==> src/hw/rtl/firc_pkg.sv <==
`timescale 1ns / 1ps
// ----------------------------------------------------------------------------
// firc_pkg: shared types and constants of the circular-history FIR filter
// Item codes, fixed field widths and the control bundle to the serial MAC.
// ----------------------------------------------------------------------------
package firc_pkg;

  localparam int COEF_BITS  = 16;
  localparam int OUT_BITS   = 37;
  localparam int CFG_BITS   = 6;
  localparam int DIGIT_BITS = 8;

  localparam logic [CFG_BITS-1:0] TAPS_RESET = 6'd32;

  typedef enum logic [1:0] {
    ACT_FILTER = 2'd0,
    ACT_CLEAR  = 2'd1,
    ACT_LOAD   = 2'd2
  } action_e;

  typedef struct packed {
    logic clear;   // zero the accumulator
    logic load;    // take new operands
    logic step;    // consume one sample digit
    logic last;    // this step takes the signed top digit
    logic accum;   // add the finished product
  } mac_ctrl_t;

endpackage

==> src/hw/rtl/firc_ram.sv <==
`timescale 1ns / 1ps
// ----------------------------------------------------------------------------
// firc_ram: generic single-write, single-read RAM
// One write port and one read port with registered read data.
// ----------------------------------------------------------------------------
module firc_ram #(
  parameter int WIDTH = 16,
  parameter int DEPTH = 32
) (
  input  logic                                   clk_i,
  input  logic                                   we_i,
  input  logic [((DEPTH > 1) ? $clog2(DEPTH) : 1)-1:0] waddr_i,
  input  logic [WIDTH-1:0]                       wdata_i,
  input  logic [((DEPTH > 1) ? $clog2(DEPTH) : 1)-1:0] raddr_i,
  output logic [WIDTH-1:0]                       rdata_o
);

  logic [WIDTH-1:0] mem_q [DEPTH];
  logic [WIDTH-1:0] rdata_q;

  always_ff @(posedge clk_i) begin
    if (we_i) begin
      mem_q[waddr_i] <= wdata_i;
    end
    rdata_q <= mem_q[raddr_i];
  end

  assign rdata_o = rdata_q;

endmodule

==> src/hw/rtl/firc_dsmul.sv <==
`timescale 1ns / 1ps
// ----------------------------------------------------------------------------
// firc_dsmul: digit-serial multiply-accumulate unit
// Coefficient held in parallel, sample shifted through one digit per cycle
// with step set; low product bits refill the sample register; product summed.
// ----------------------------------------------------------------------------
module firc_dsmul #(
  parameter int SAMPLE_BITS = 16
) (
  input  logic                                   clk_i,
  input  firc_pkg::mac_ctrl_t                    ctrl_i,
  input  logic signed [firc_pkg::COEF_BITS-1:0]  coef_i,
  input  logic [SAMPLE_BITS-1:0]                 sample_i,
  output logic signed [firc_pkg::OUT_BITS-1:0]   acc_o
);

  import firc_pkg::*;

  localparam int NDIG = (SAMPLE_BITS + DIGIT_BITS - 1) / DIGIT_BITS;
  localparam int SPAD = NDIG * DIGIT_BITS;
  localparam int HW   = COEF_BITS + DIGIT_BITS + 1;

  logic signed [COEF_BITS-1:0]  coef_q;
  logic [SPAD-1:0]              x_q, x_d;
  logic signed [HW-1:0]         hi_q, hi_d;
  logic signed [OUT_BITS-1:0]   acc_q;
  logic signed [DIGIT_BITS:0]   digit;
  logic signed [HW-1:0]         partial, sum;
  logic signed [HW+SPAD-1:0]    prod;

  // the top digit carries the sign of the sample
  always_comb begin
    if (ctrl_i.last) begin
      digit = {x_q[DIGIT_BITS-1], x_q[DIGIT_BITS-1:0]};
    end else begin
      digit = {1'b0, x_q[DIGIT_BITS-1:0]};
    end
    partial = coef_q * digit;
    sum     = hi_q + partial;
    hi_d    = sum >>> DIGIT_BITS;
    x_d     = (x_q >> DIGIT_BITS)
            | (SPAD'(sum[DIGIT_BITS-1:0]) << (SPAD - DIGIT_BITS));
    prod    = {hi_q, x_q};
  end

  always_ff @(posedge clk_i) begin
    if (ctrl_i.load) begin
      coef_q <= coef_i;
      x_q    <= SPAD'($signed(sample_i));
      hi_q   <= '0;
    end else if (ctrl_i.step) begin
      x_q  <= x_d;
      hi_q <= hi_d;
    end
    if (ctrl_i.clear) begin
      acc_q <= '0;
    end else if (ctrl_i.accum) begin
      acc_q <= acc_q + OUT_BITS'(prod);
    end
  end

  assign acc_o = acc_q;

endmodule

==> src/hw/rtl/fir_filter_circular.sv <==
`timescale 1ns / 1ps
// ----------------------------------------------------------------------------
// fir_filter_circular: direct-form FIR filter over a circular sample history
// Coefficients and samples live in two RAMs; one digit-serial MAC walks taps.
// ----------------------------------------------------------------------------
// Filter item: busy while N taps in use are swept, D = ceil(SAMPLE_BITS/8),
//   and until the result is written into the output register once free.
// Per tap: one operand load, D multiply digits, one accumulate in the MAC.
// Clear and load items are taken while idle and give no result.
// A finished result waits in the output register while new items are taken.
// Reset: both stores read as zero via per-entry valid bits, taps_in_use 32.
module fir_filter_circular #(
  parameter int TAPS        = 32,
  parameter int SAMPLE_BITS = 16
) (
  input  logic                                  clk_i,
  input  logic                                  rst_ni,
  input  logic                                  in_valid_i,
  output logic                                  in_stall_o,
  input  logic [1:0]                            action_i,
  input  logic signed [15:0]                    sample_value_i,
  input  logic [4:0]                            tap_index_i,
  input  logic signed [15:0]                    coeff_value_i,
  output logic                                  out_valid_o,
  input  logic                                  out_stall_i,
  output logic signed [firc_pkg::OUT_BITS-1:0]  filtered_value_o,
  input  logic                                  cfg_valid_i,
  output logic                                  cfg_ready_o,
  input  logic [firc_pkg::CFG_BITS-1:0]         cfg_data_i
);

  import firc_pkg::*;

  localparam int AW   = (TAPS > 1) ? $clog2(TAPS) : 1;
  localparam int NW   = ($clog2(TAPS + 1) > CFG_BITS) ? $clog2(TAPS + 1) : CFG_BITS;
  localparam int NDIG = (SAMPLE_BITS + DIGIT_BITS - 1) / DIGIT_BITS;
  localparam int DCW  = (NDIG > 1) ? $clog2(NDIG) : 1;

  localparam logic [AW-1:0]  LAST_ADDR = AW'(TAPS - 1);
  localparam logic [NW-1:0]  TAPS_N    = NW'(TAPS);
  localparam logic [DCW-1:0] LAST_DIG  = DCW'(NDIG - 1);

  typedef enum logic [5:0] {
    S_IDLE  = 6'b000001,
    S_FETCH = 6'b000010,
    S_LOAD  = 6'b000100,
    S_MUL   = 6'b001000,
    S_ACC   = 6'b010000,
    S_DONE  = 6'b100000
  } state_e;

  state_e                       state_q, state_d;
  logic [CFG_BITS-1:0]          taps_q;
  logic [AW-1:0]                wp_q, k_q, slot_q;
  logic [NW-1:0]                cnt_q, n_eff, taps_ext;
  logic [DCW-1:0]               dig_q;
  logic [TAPS-1:0]              coef_vld_q, hist_vld_q;
  logic                         coef_ok_q, hist_ok_q;
  logic                         out_valid_q;
  logic signed [OUT_BITS-1:0]   out_q;
  logic                         in_acc, is_filter, is_clear, is_load, out_take, out_write;
  logic                         coef_we;
  logic [AW-1:0]                coef_waddr;
  logic [COEF_BITS-1:0]         coef_rd;
  logic [SAMPLE_BITS-1:0]       hist_rd, smp_w;
  logic signed [COEF_BITS-1:0]  coef_op;
  logic [SAMPLE_BITS-1:0]       smp_op;
  logic signed [OUT_BITS-1:0]   acc;
  mac_ctrl_t                    mac_ctrl;

  assign in_stall_o  = (state_q != S_IDLE);
  assign cfg_ready_o = 1'b1;
  assign in_acc      = in_valid_i & ~in_stall_o;
  assign is_filter   = in_acc && (action_i == ACT_FILTER);
  assign is_clear    = in_acc && (action_i == ACT_CLEAR);
  assign is_load     = in_acc && (action_i == ACT_LOAD);
  assign coef_we     = is_load && (32'(tap_index_i) < TAPS);
  assign coef_waddr  = AW'(tap_index_i);
  assign smp_w       = SAMPLE_BITS'($unsigned(sample_value_i));

  // clamp the tap count into one .. TAPS
  always_comb begin
    taps_ext = NW'(taps_q);
    if (taps_ext == '0) begin
      n_eff = NW'(1);
    end else if (taps_ext > TAPS_N) begin
      n_eff = TAPS_N;
    end else begin
      n_eff = taps_ext;
    end
  end

  assign out_take  = out_valid_q & ~out_stall_i;
  assign out_write = (state_q == S_DONE) && (!out_valid_q || !out_stall_i);

  always_comb begin
    state_d = state_q;
    case (state_q)
      S_IDLE: begin
        if (is_filter) begin
          state_d = S_FETCH;
        end
      end
      S_FETCH: state_d = S_LOAD;
      S_LOAD:  state_d = S_MUL;
      S_MUL: begin
        if (dig_q == LAST_DIG) begin
          state_d = S_ACC;
        end
      end
      S_ACC: begin
        if (cnt_q == n_eff) begin
          state_d = S_DONE;
        end else begin
          state_d = S_LOAD;
        end
      end
      S_DONE: begin
        if (out_write) begin
          state_d = S_IDLE;
        end
      end
      default: state_d = S_IDLE;
    endcase
  end

  always_ff @(posedge clk_i or negedge rst_ni) begin
    if (!rst_ni) begin
      state_q     <= S_IDLE;
      taps_q      <= TAPS_RESET;
      wp_q        <= '0;
      k_q         <= '0;
      slot_q      <= '0;
      cnt_q       <= '0;
      dig_q       <= '0;
      coef_vld_q  <= '0;
      hist_vld_q  <= '0;
      out_valid_q <= 1'b0;
    end else begin
      state_q <= state_d;
      if (cfg_valid_i && cfg_ready_o) begin
        taps_q <= cfg_data_i;
      end
      if (coef_we) begin
        coef_vld_q[coef_waddr] <= 1'b1;
      end
      if (is_clear) begin
        hist_vld_q <= '0;
      end else if (is_filter) begin
        hist_vld_q[wp_q] <= 1'b1;
      end
      if (is_filter) begin
        // start the sweep at the newest sample, tap zero
        wp_q   <= (wp_q == LAST_ADDR) ? '0 : wp_q + AW'(1);
        slot_q <= wp_q;
        k_q    <= '0;
        cnt_q  <= '0;
      end else if (state_q == S_LOAD) begin
        // advance the read addresses; data settles before the next load
        k_q    <= (k_q == LAST_ADDR) ? '0 : k_q + AW'(1);
        slot_q <= (slot_q == '0) ? LAST_ADDR : slot_q - AW'(1);
        cnt_q  <= cnt_q + NW'(1);
      end
      if (state_q == S_LOAD) begin
        dig_q <= '0;
      end else if (state_q == S_MUL) begin
        dig_q <= dig_q + DCW'(1);
      end
      if (out_write) begin
        out_valid_q <= 1'b1;
      end else if (out_take) begin
        out_valid_q <= 1'b0;
      end
    end
  end

  // valid flags follow the registered RAM read data
  always_ff @(posedge clk_i) begin
    coef_ok_q <= coef_vld_q[k_q];
    hist_ok_q <= hist_vld_q[slot_q];
    if (out_write) begin
      out_q <= acc;
    end
  end

  firc_ram #(
    .WIDTH (COEF_BITS),
    .DEPTH (TAPS)
  ) u_coef_ram (
    .clk_i   (clk_i),
    .we_i    (coef_we),
    .waddr_i (coef_waddr),
    .wdata_i (coeff_value_i),
    .raddr_i (k_q),
    .rdata_o (coef_rd)
  );

  firc_ram #(
    .WIDTH (SAMPLE_BITS),
    .DEPTH (TAPS)
  ) u_hist_ram (
    .clk_i   (clk_i),
    .we_i    (is_filter),
    .waddr_i (wp_q),
    .wdata_i (smp_w),
    .raddr_i (slot_q),
    .rdata_o (hist_rd)
  );

  assign coef_op = coef_ok_q ? $signed(coef_rd) : '0;
  assign smp_op  = hist_ok_q ? hist_rd : '0;

  assign mac_ctrl.clear = is_filter;
  assign mac_ctrl.load  = (state_q == S_LOAD);
  assign mac_ctrl.step  = (state_q == S_MUL);
  assign mac_ctrl.last  = (state_q == S_MUL) && (dig_q == LAST_DIG);
  assign mac_ctrl.accum = (state_q == S_ACC);

  firc_dsmul #(
    .SAMPLE_BITS (SAMPLE_BITS)
  ) u_dsmul (
    .clk_i    (clk_i),
    .ctrl_i   (mac_ctrl),
    .coef_i   (coef_op),
    .sample_i (smp_op),
    .acc_o    (acc)
  );

  assign out_valid_o      = out_valid_q;
  assign filtered_value_o = out_q;

`ifndef SYNTHESIS
  a_cnt_bound: assert property (@(posedge clk_i) disable iff (!rst_ni)
    (state_q != S_IDLE) |-> (cnt_q <= n_eff))
    else $error("tap count ran past the taps in use");

  a_dig_bound: assert property (@(posedge clk_i) disable iff (!rst_ni)
    (state_q == S_MUL) |-> (dig_q <= LAST_DIG))
    else $error("digit counter ran past the last digit");

  a_slot_range: assert property (@(posedge clk_i) disable iff (!rst_ni)
    (32'(slot_q) < TAPS) && (32'(wp_q) < TAPS))
    else $error("ring pointer outside the history");

  a_filter_start: assert property (@(posedge clk_i) disable iff (!rst_ni)
    is_filter |=> (state_q == S_FETCH))
    else $error("filter transfer did not start a sweep");

  a_out_source: assert property (@(posedge clk_i) disable iff (!rst_ni)
    $rose(out_valid_q) |-> $past(state_q == S_DONE))
    else $error("result appeared without a finished sweep");
`endif

endmodule

==> config.mk <==
export PLATFORM = sky130hd
export DESIGN_NAME = fir_filter_circular
export DESIGN_NICKNAME = d
export VERILOG_FILES = /design/src/hw/rtl/firc_pkg.sv /design/src/hw/rtl/firc_ram.sv /design/src/hw/rtl/firc_dsmul.sv /design/src/hw/rtl/fir_filter_circular.sv
export SDC_FILE = /design/constraint.sdc
export NUM_CORES = 2
export LEC_CHECK = 0
export BUFFER_PORTS_ARGS = -buffer_cell sky130_fd_sc_hd__buf_2
export CORE_ASPECT_RATIO = 0.6
export CORE_MARGIN = 10
export CORE_UTILIZATION = 55
export DETAILED_ROUTE_END_ITERATION = 8
export PLACE_DENSITY = 0.77
export SKIP_CTS_REPAIR_TIMING = 1
export SLEW_MARGIN = 20
export SYNTH_ARGS = -nofsm -noshare
export SYNTH_HDL_FRONTEND = slang
export SYNTH_SLANG_ARGS = --single-unit
export TNS_END_PERCENT = 100
==> constraint.sdc <==
create_clock -name clk_i -period 14.6 [get_ports clk_i]
set_input_delay 4.38 -clock clk_i [delete_from_list [all_inputs] [get_ports clk_i]]
set_output_delay 4.38 -clock clk_i [all_outputs]
set_load 0.1 [all_outputs]
Yosys cells after proc, flatten, opt, wreduce, memory -nomap -nowiden
Memory sizes are Yosys's and may differ from the RTL's. A register that Yosys moved wholly into a read port is not among the register bits.
Index checks and enable logic that the tools add are counted.
{"block": "word_totals", "romBits": 0, "output_inout_bits": 40, "reg_bits": 224, "memories": 2, "latchBits": 0, "ram_bits": 1024, "elab_cells": 112, "inputBits": 50}
{"block": "op_classes", "mux": 38, "magnitude_cmp": 7, "reduce_logical": 18, "shift": 0, "addsub": 7, "n_bitwise": 7, "div": 0, "n_eq_ne": 15, "mul": 1}
{"memory": "u_coef_ram.mem_q", "depth": 32, "width": 16, "read_ports": 1, "rd_ports_with_merged_regs": 1, "write_ports": 1, "line": "firc_ram.sv:18", "rtl": "logic [WIDTH-1:0] mem_q [DEPTH];"}
{"memory": "u_hist_ram.mem_q", "depth": 32, "width": 16, "read_ports": 1, "rd_ports_with_merged_regs": 1, "write_ports": 1, "line": "firc_ram.sv:18"}
{"op": "$mux W32", "n": 2}
{"op": "$or A32 B32 Y32", "n": 2}
{"op": "$mux W16", "n": 3}
{"op": "$mux W6", "n": 8}
{"op": "$add A37 B33 Y37", "n": 1}
{"op": "$pmux W6 S6", "n": 1}
{"op": "$mux W5", "n": 7}
{"op": "$add A17 B25 Y25", "n": 1}
{"op": "$mul A16 B9 Y25", "n": 1}
{"op": "$lt A5 B6 Y1 const B", "n": 4}
{"op": "$or A8 B16 Y16", "n": 1}
{"op": "$mux W1", "n": 12}
{"op": "$add A5 B1 Y5 const B", "n": 2}
{"op": "$bmux W1 S5", "n": 2}
{"op": "$demux W1 S5", "n": 2}
{"op": "$eq A5 B5 Y1 const B", "n": 2}
{"op": "$ge A5 B1 Y1 const B", "n": 2}
{"op": "$mux W9", "n": 1}
{"op": "$reduce_bool A2 Y1", "n": 4}
{"op": "$logic_and A1 B1 Y1", "n": 7}
{"op": "$add A6 B1 Y6 const B", "n": 1}
{"op": "$eq A6 B1 Y1 const B", "n": 1}
{"op": "$eq A6 B2 Y1 const B", "n": 1}
{"op": "$eq A6 B3 Y1 const B", "n": 1}
{"op": "other kinds (19)", "n": 24}

Logic depth before layout (Yosys ltp)
{"block": "logic_depth", "ltp_word": 8, "mapped_depth": 25, "ltp_nobuf": 23}

Cells and area by module
From an unflattened synthesis, not the netlist that was laid out.
{"block": "unflattened", "hier_cells": 4040, "area_unflattened_um2": 58149.5}
{"module": "firc_ram", "seq_area_each_um2": 15695.1, "cells_per_inst": 1143, "area_each_um2": 20535.9, "instances": 2}
{"module": "firc_dsmul", "seq_area_each_um2": 2042.0, "cells_per_inst": 1212, "area_each_um2": 10849.2, "instances": 1}
{"module": "fir_filter_circular", "seq_area_each_um2": 3631.0, "cells_per_inst": 542, "area_each_um2": 6228.5, "instances": 1}

Least setup slack after synthesis
Ideal clock, no wire load.
{"block": "synth_path", "path_type": "input-to-reg", "from": "input port out_stall_i", "to": "register out_q[0], in the netlist filtered_value_o[0] (enable)", "setup_ns": 0.444, "arrival_ns": 6.223, "required_ns": 14.156, "n_path_buf": 0, "cell_stages": 1, "path_slack_ns": 7.933, "path_cell_list": "a21oi_1"}
{"block": "synth_via", "elab_chain_cells": 3}
{"element": "from (decl)", "line": "fir_filter_circular.sv:25", "rtl": "input logic out_stall_i,"}
{"element": "$logic_not A1 Y1", "line": "fir_filter_circular.sv:94", "rtl": "assign out_write = (state_q == S_DONE) && (!out_valid_q || !out_stall_i);"}
{"element": "$logic_or A1 B1 Y1", "line": "fir_filter_circular.sv:94"}
{"element": "$logic_and A1 B1 Y1", "line": "fir_filter_circular.sv:94"}
{"element": "to (signal assigned)", "line": "fir_filter_circular.sv:182", "rtl": "out_q <= acc;"}
{"element": "to (decl)", "line": "fir_filter_circular.sv:60", "rtl": "logic signed [OUT_BITS-1:0] out_q;"}
Every way passes these cells.
A chain may end at the register's enable or synchronous reset.

Final worst setup path
{"block": "layout_path", "from": "register state_q[1]", "to": "register u_dsmul.hi_q[16] (netlist name)"}
{"block": "layout_via", "elab_chain_cells": 5, "word_cells_on_any_way": 6, "classes_between": "add/sub (1); mul (1); eq/ne (2); mux (1); reduce/logical (1)"}
{"element": "from (decl)", "line": "fir_filter_circular.sv:52", "rtl": "state_e state_q, state_d;"}
{"element": "from (signal assigned)", "line": "fir_filter_circular.sv:140", "rtl": "state_q <= state_d;"}
{"element": "$eq A6 B4 Y1", "line": "fir_filter_circular.sv:215, fir_filter_circular.sv:216"}
{"element": "$logic_and A1 B1 Y1", "line": "fir_filter_circular.sv:216", "rtl": "assign mac_ctrl.last = (state_q == S_MUL) && (dig_q == LAST_DIG);"}
{"element": "$mux W9", "line": "firc_dsmul.sv:33", "rtl": "if (ctrl_i.last) begin"}
{"element": "$mul A16 B9 Y25", "line": "firc_dsmul.sv:38", "rtl": "partial = coef_q * digit;"}
{"element": "$add A17 B25 Y25", "line": "firc_dsmul.sv:39", "rtl": "sum = hi_q + partial;"}
Several ways; a longest one is shown, not always the timed one.

==> flow_summary.json <==
{
  "status": "finished clean",
  "die_area_um2": 115000,
  "cp_max_fo": 17,
  "start_util": 0.556,
  "path_clk_slew_ns": 0.07,
  "drtIter0Drc": 3958,
  "gr-total-overflow": 0,
  "place_congestion": 0.875,
  "seq_power_share": 0.456,
  "ys.flop_type": "edfxtp_1",
  "synth_top_cell_by_area": "edfxtp_1",
  "leakagePower_nw": 21.1,
  "synthCells": 3213,
  "max-cap-violations": 0,
  "fillers": 6983,
  "seqCellArea_um2": 37100,
  "setup_viol": 0,
  "clock_path_buffers": 3,
  "p_switching_mw": 2.72,
  "worstSetupStartpointType": "flip-flop",
  "hold_path_end": "coef_vld_q[31]$_DFFE_PN0P_",
  "worstSetupPathType": "flip-flop to flip-flop",
  "fin_hold_ws_ns": 0.460,
  "fin_crit_ns": 7.61,
  "synthTopCellsByArea": "edfxtp_1, mux4_2, fa_1",
  "port_buffers": 88,
  "area_delta_synth_final_pct": 10.1,
  "relSlewSlack": 0.247,
  "rsz0062_at_grt": "false",
  "min_from": "coef_vld_q[31]$_DFFE_PN0P_",
  "p_int_mw": 6.70,
  "grt_max_degree": 118,
  "syn_area_per_cell_um2": 17.4,
  "fmax_mhz": 131,
  "p_clk_frac": 0.312,
  "synth_nets": 3509,
  "tightest_slew_ns": 1.13,
  "insertion_delay_ns": 0.74,
  "ys_warn_count": 0,
  "total_power_mw": 9.42,
  "cts-htree-levels": 3,
  "drive_gt1_frac": 0.236,
  "r2r-start": "state_q[1]$_DFFE_PN0P_",
  "ys_seq_elements": 1280,
  "num_vias": 29576,
  "coreArea_um2": 101000,
  "tritoncts": "yes",
  "skew_ns": 0.0414,
  "hold_viol": 0,
  "drc": 0,
  "endpoint_kind": "flip-flop",
  "drv_slew": 0,
  "p_per_area_nw_per_um2": 153,
  "avgViaCountPerCell": 6.25,
  "seq_area_frac_synth": 0.662,
  "synth_top_area_frac": 0.587,
  "ant_nets": 0,
  "synth.most_common_cell": "edfxtp_1",
  "tns_ns": 0,
  "r2r_setup_slack_ns": 6.99,
  "nets": 3598,
  "synth_edf_count": 1093,
  "switching_share": 0.289,
  "dp_hpwl_mm": 83.3,
  "multi_input_area_um2": 17800,
  "vdd_drop_max_mv": 0.134,
  "antenna_found_initial": 7,
  "cts_made_buffers": 108,
  "wl_per_cell_um": 27.9,
  "die_y_um": 267,
  "comb_power_share": 0.232,
  "fin_crit_sh": 0.521,
  "synth_common_cells": "edfxtp_1, mux4_2, nand2_1",
  "cp_data_arrival_time_ns": 8.22,
  "grt_use_total": 0.232,
  "syn_area_um2": 56000,
  "dr.pass1.iters": 5,
  "grt_pass1_vias": 29854,
  "hold_depth": 1,
  "totalWireLength_mm": 132,
  "clock-sinks": 1280,
  "die_w_um": 432,
  "grt_pass1_wl_mm": 199,
  "root_buffer": "clkbuf_16",
  "hp-class": "flip-flop to flip-flop",
  "io_pins": 90,
  "rows": 90,
  "ff2ff_path_depth": 22,
  "synthArstFlopShare": 0.0773,
  "r2r-end": "u_dsmul.hi_q[16]$_SDFFE_PP0N_",
  "worstPathRequired_ns": 15.21,
  "synth_cell_types": 82
}
==> worst max path at each step <==
stage	endpoint	from	slack [ns]
after floorplan	filtered_value_o[0]$_DFFE_PP_	out_stall_i	7.93
after global placement	u_dsmul.hi_q[16]$_SDFFE_PP0N_	state_q[1]$_DFFE_PN0P_	7.30
after detailed placement	u_dsmul.hi_q[16]$_SDFFE_PP0N_	state_q[1]$_DFFE_PN0P_	7.06
after CTS	u_dsmul.hi_q[16]$_SDFFE_PP0N_	state_q[1]$_DFFE_PN0P_	7.06
after global routing	u_dsmul.hi_q[14]$_SDFFE_PP0N_	state_q[1]$_DFFE_PN0P_	6.53
final	u_dsmul.hi_q[16]$_SDFFE_PP0N_	state_q[1]$_DFFE_PN0P_	6.99
==> per-stage QoR <==
stage                     setup WS (ns)  utilization  cells  instance area [um2]
after floorplan                    7.93            -   3213                56000
after global placement             7.30        0.575   4526                57900
after detailed placement           7.06        0.575   4526                57900
after CTS                          7.06        0.611   4731                61500
after global routing               6.53        0.612   4731                61600
final                              6.99        0.612   4734                61600
==> power groups by stage <==
stage | Clock [mW] | Combinational [mW] | Sequential (mW)
CTS | 2.98 | 2.17 | 4.30
floorplan | 0 | 1.59 | 4.22
global route | 3.12 | 2.34 | 4.32
global placement | 0 | 2.12 | 4.37
finish | 2.94 | 2.19 | 4.30
detailed placement | 0 | 2.14 | 4.38
==> critical path, stage by stage, from the launching register on <==
cell	delay, ns
dfrtp_1	0.47
nor3_1	0.37
nand2b_1	0.11
nor3b_2	0.84
and2_1	0.26
nand2_1	0.45
or2_2	0.52
fa_1	0.40
fa_1	0.43
fa_1	0.43
fa_1	0.48
fa_1	0.51
inv_1	0.05
ha_1	0.33
and3_4	0.20
and3_1	0.19
a2111o_1	0.38
a41oi_2	0.32
o211a_1	0.26
o21ai_1	0.09
a31oi_1	0.21
xnor2_1	0.14
o21ai_1	0.08
==> cells by family after synthesis <==
| logic type | share of synthesized area |
|---|---|
| other | 0.0000670 |
| multiplexers | 0.146 |
| AO/OA/AOI/OAI | 0.0316 |
| flip-flops | 0.662 |
| AND/OR/NAND/NOR | 0.0521 |
| adder cells (fa/ha/maj) | 0.0738 |
| buffers and inverters | 0.0244 |
| XOR/XNOR | 0.00970 |
==> layout make-up <==
cell class                 count  area share
antenna                        3    0.000122
clock buffer                 148      0.0489
clock inverter                57     0.00928
inverter                     193      0.0118
multi-input combinational   1592       0.289
sequential                  1280       0.602
tap                         1334      0.0271
timing repair buffer         127      0.0121
==> state kept, by name (all words and copies together) (netlist names), 17 cells and up <==
register	cells
coef_vld_q	32
filtered_value_o	37
hist_vld_q	32
u_coef_ram.mem_q	512
u_dsmul.acc_o	37
u_dsmul.hi_q	17
u_hist_ram.mem_q	512
==> metal layers <==
metal | wire length (um) | GRT usage | up-vias
met5 | 27 | 0 | -
met4 | 3000 | 0.0533 | 4
met3 | 17200 | 0.0749 | 202
met2 | 54800 | 0.317 | 1723
met1 | 56900 | 0.359 | 15236
li1 | - | - | 12411
==> layout by cell type, fill, tap and decap left out, drive strengths merged, types with 12 or more instances in the layout <==
cell type,instances
edfxtp,1093
mux4,340
nand2,204
inv,197
nor2,188
clkbuf,148
fa,140
buf,127
ha,106
dfrtp,97
a21oi,92
and2,91
dfxtp,88
o21ai,67
mux2,40
xnor2,39
clkinv,39
nand3,24
o21bai,24
xor2,23
nor3,23
or2,20
a21o,17
nand2b,13
a31oi,12
and3,12
(Power assumes the default switching activity.)
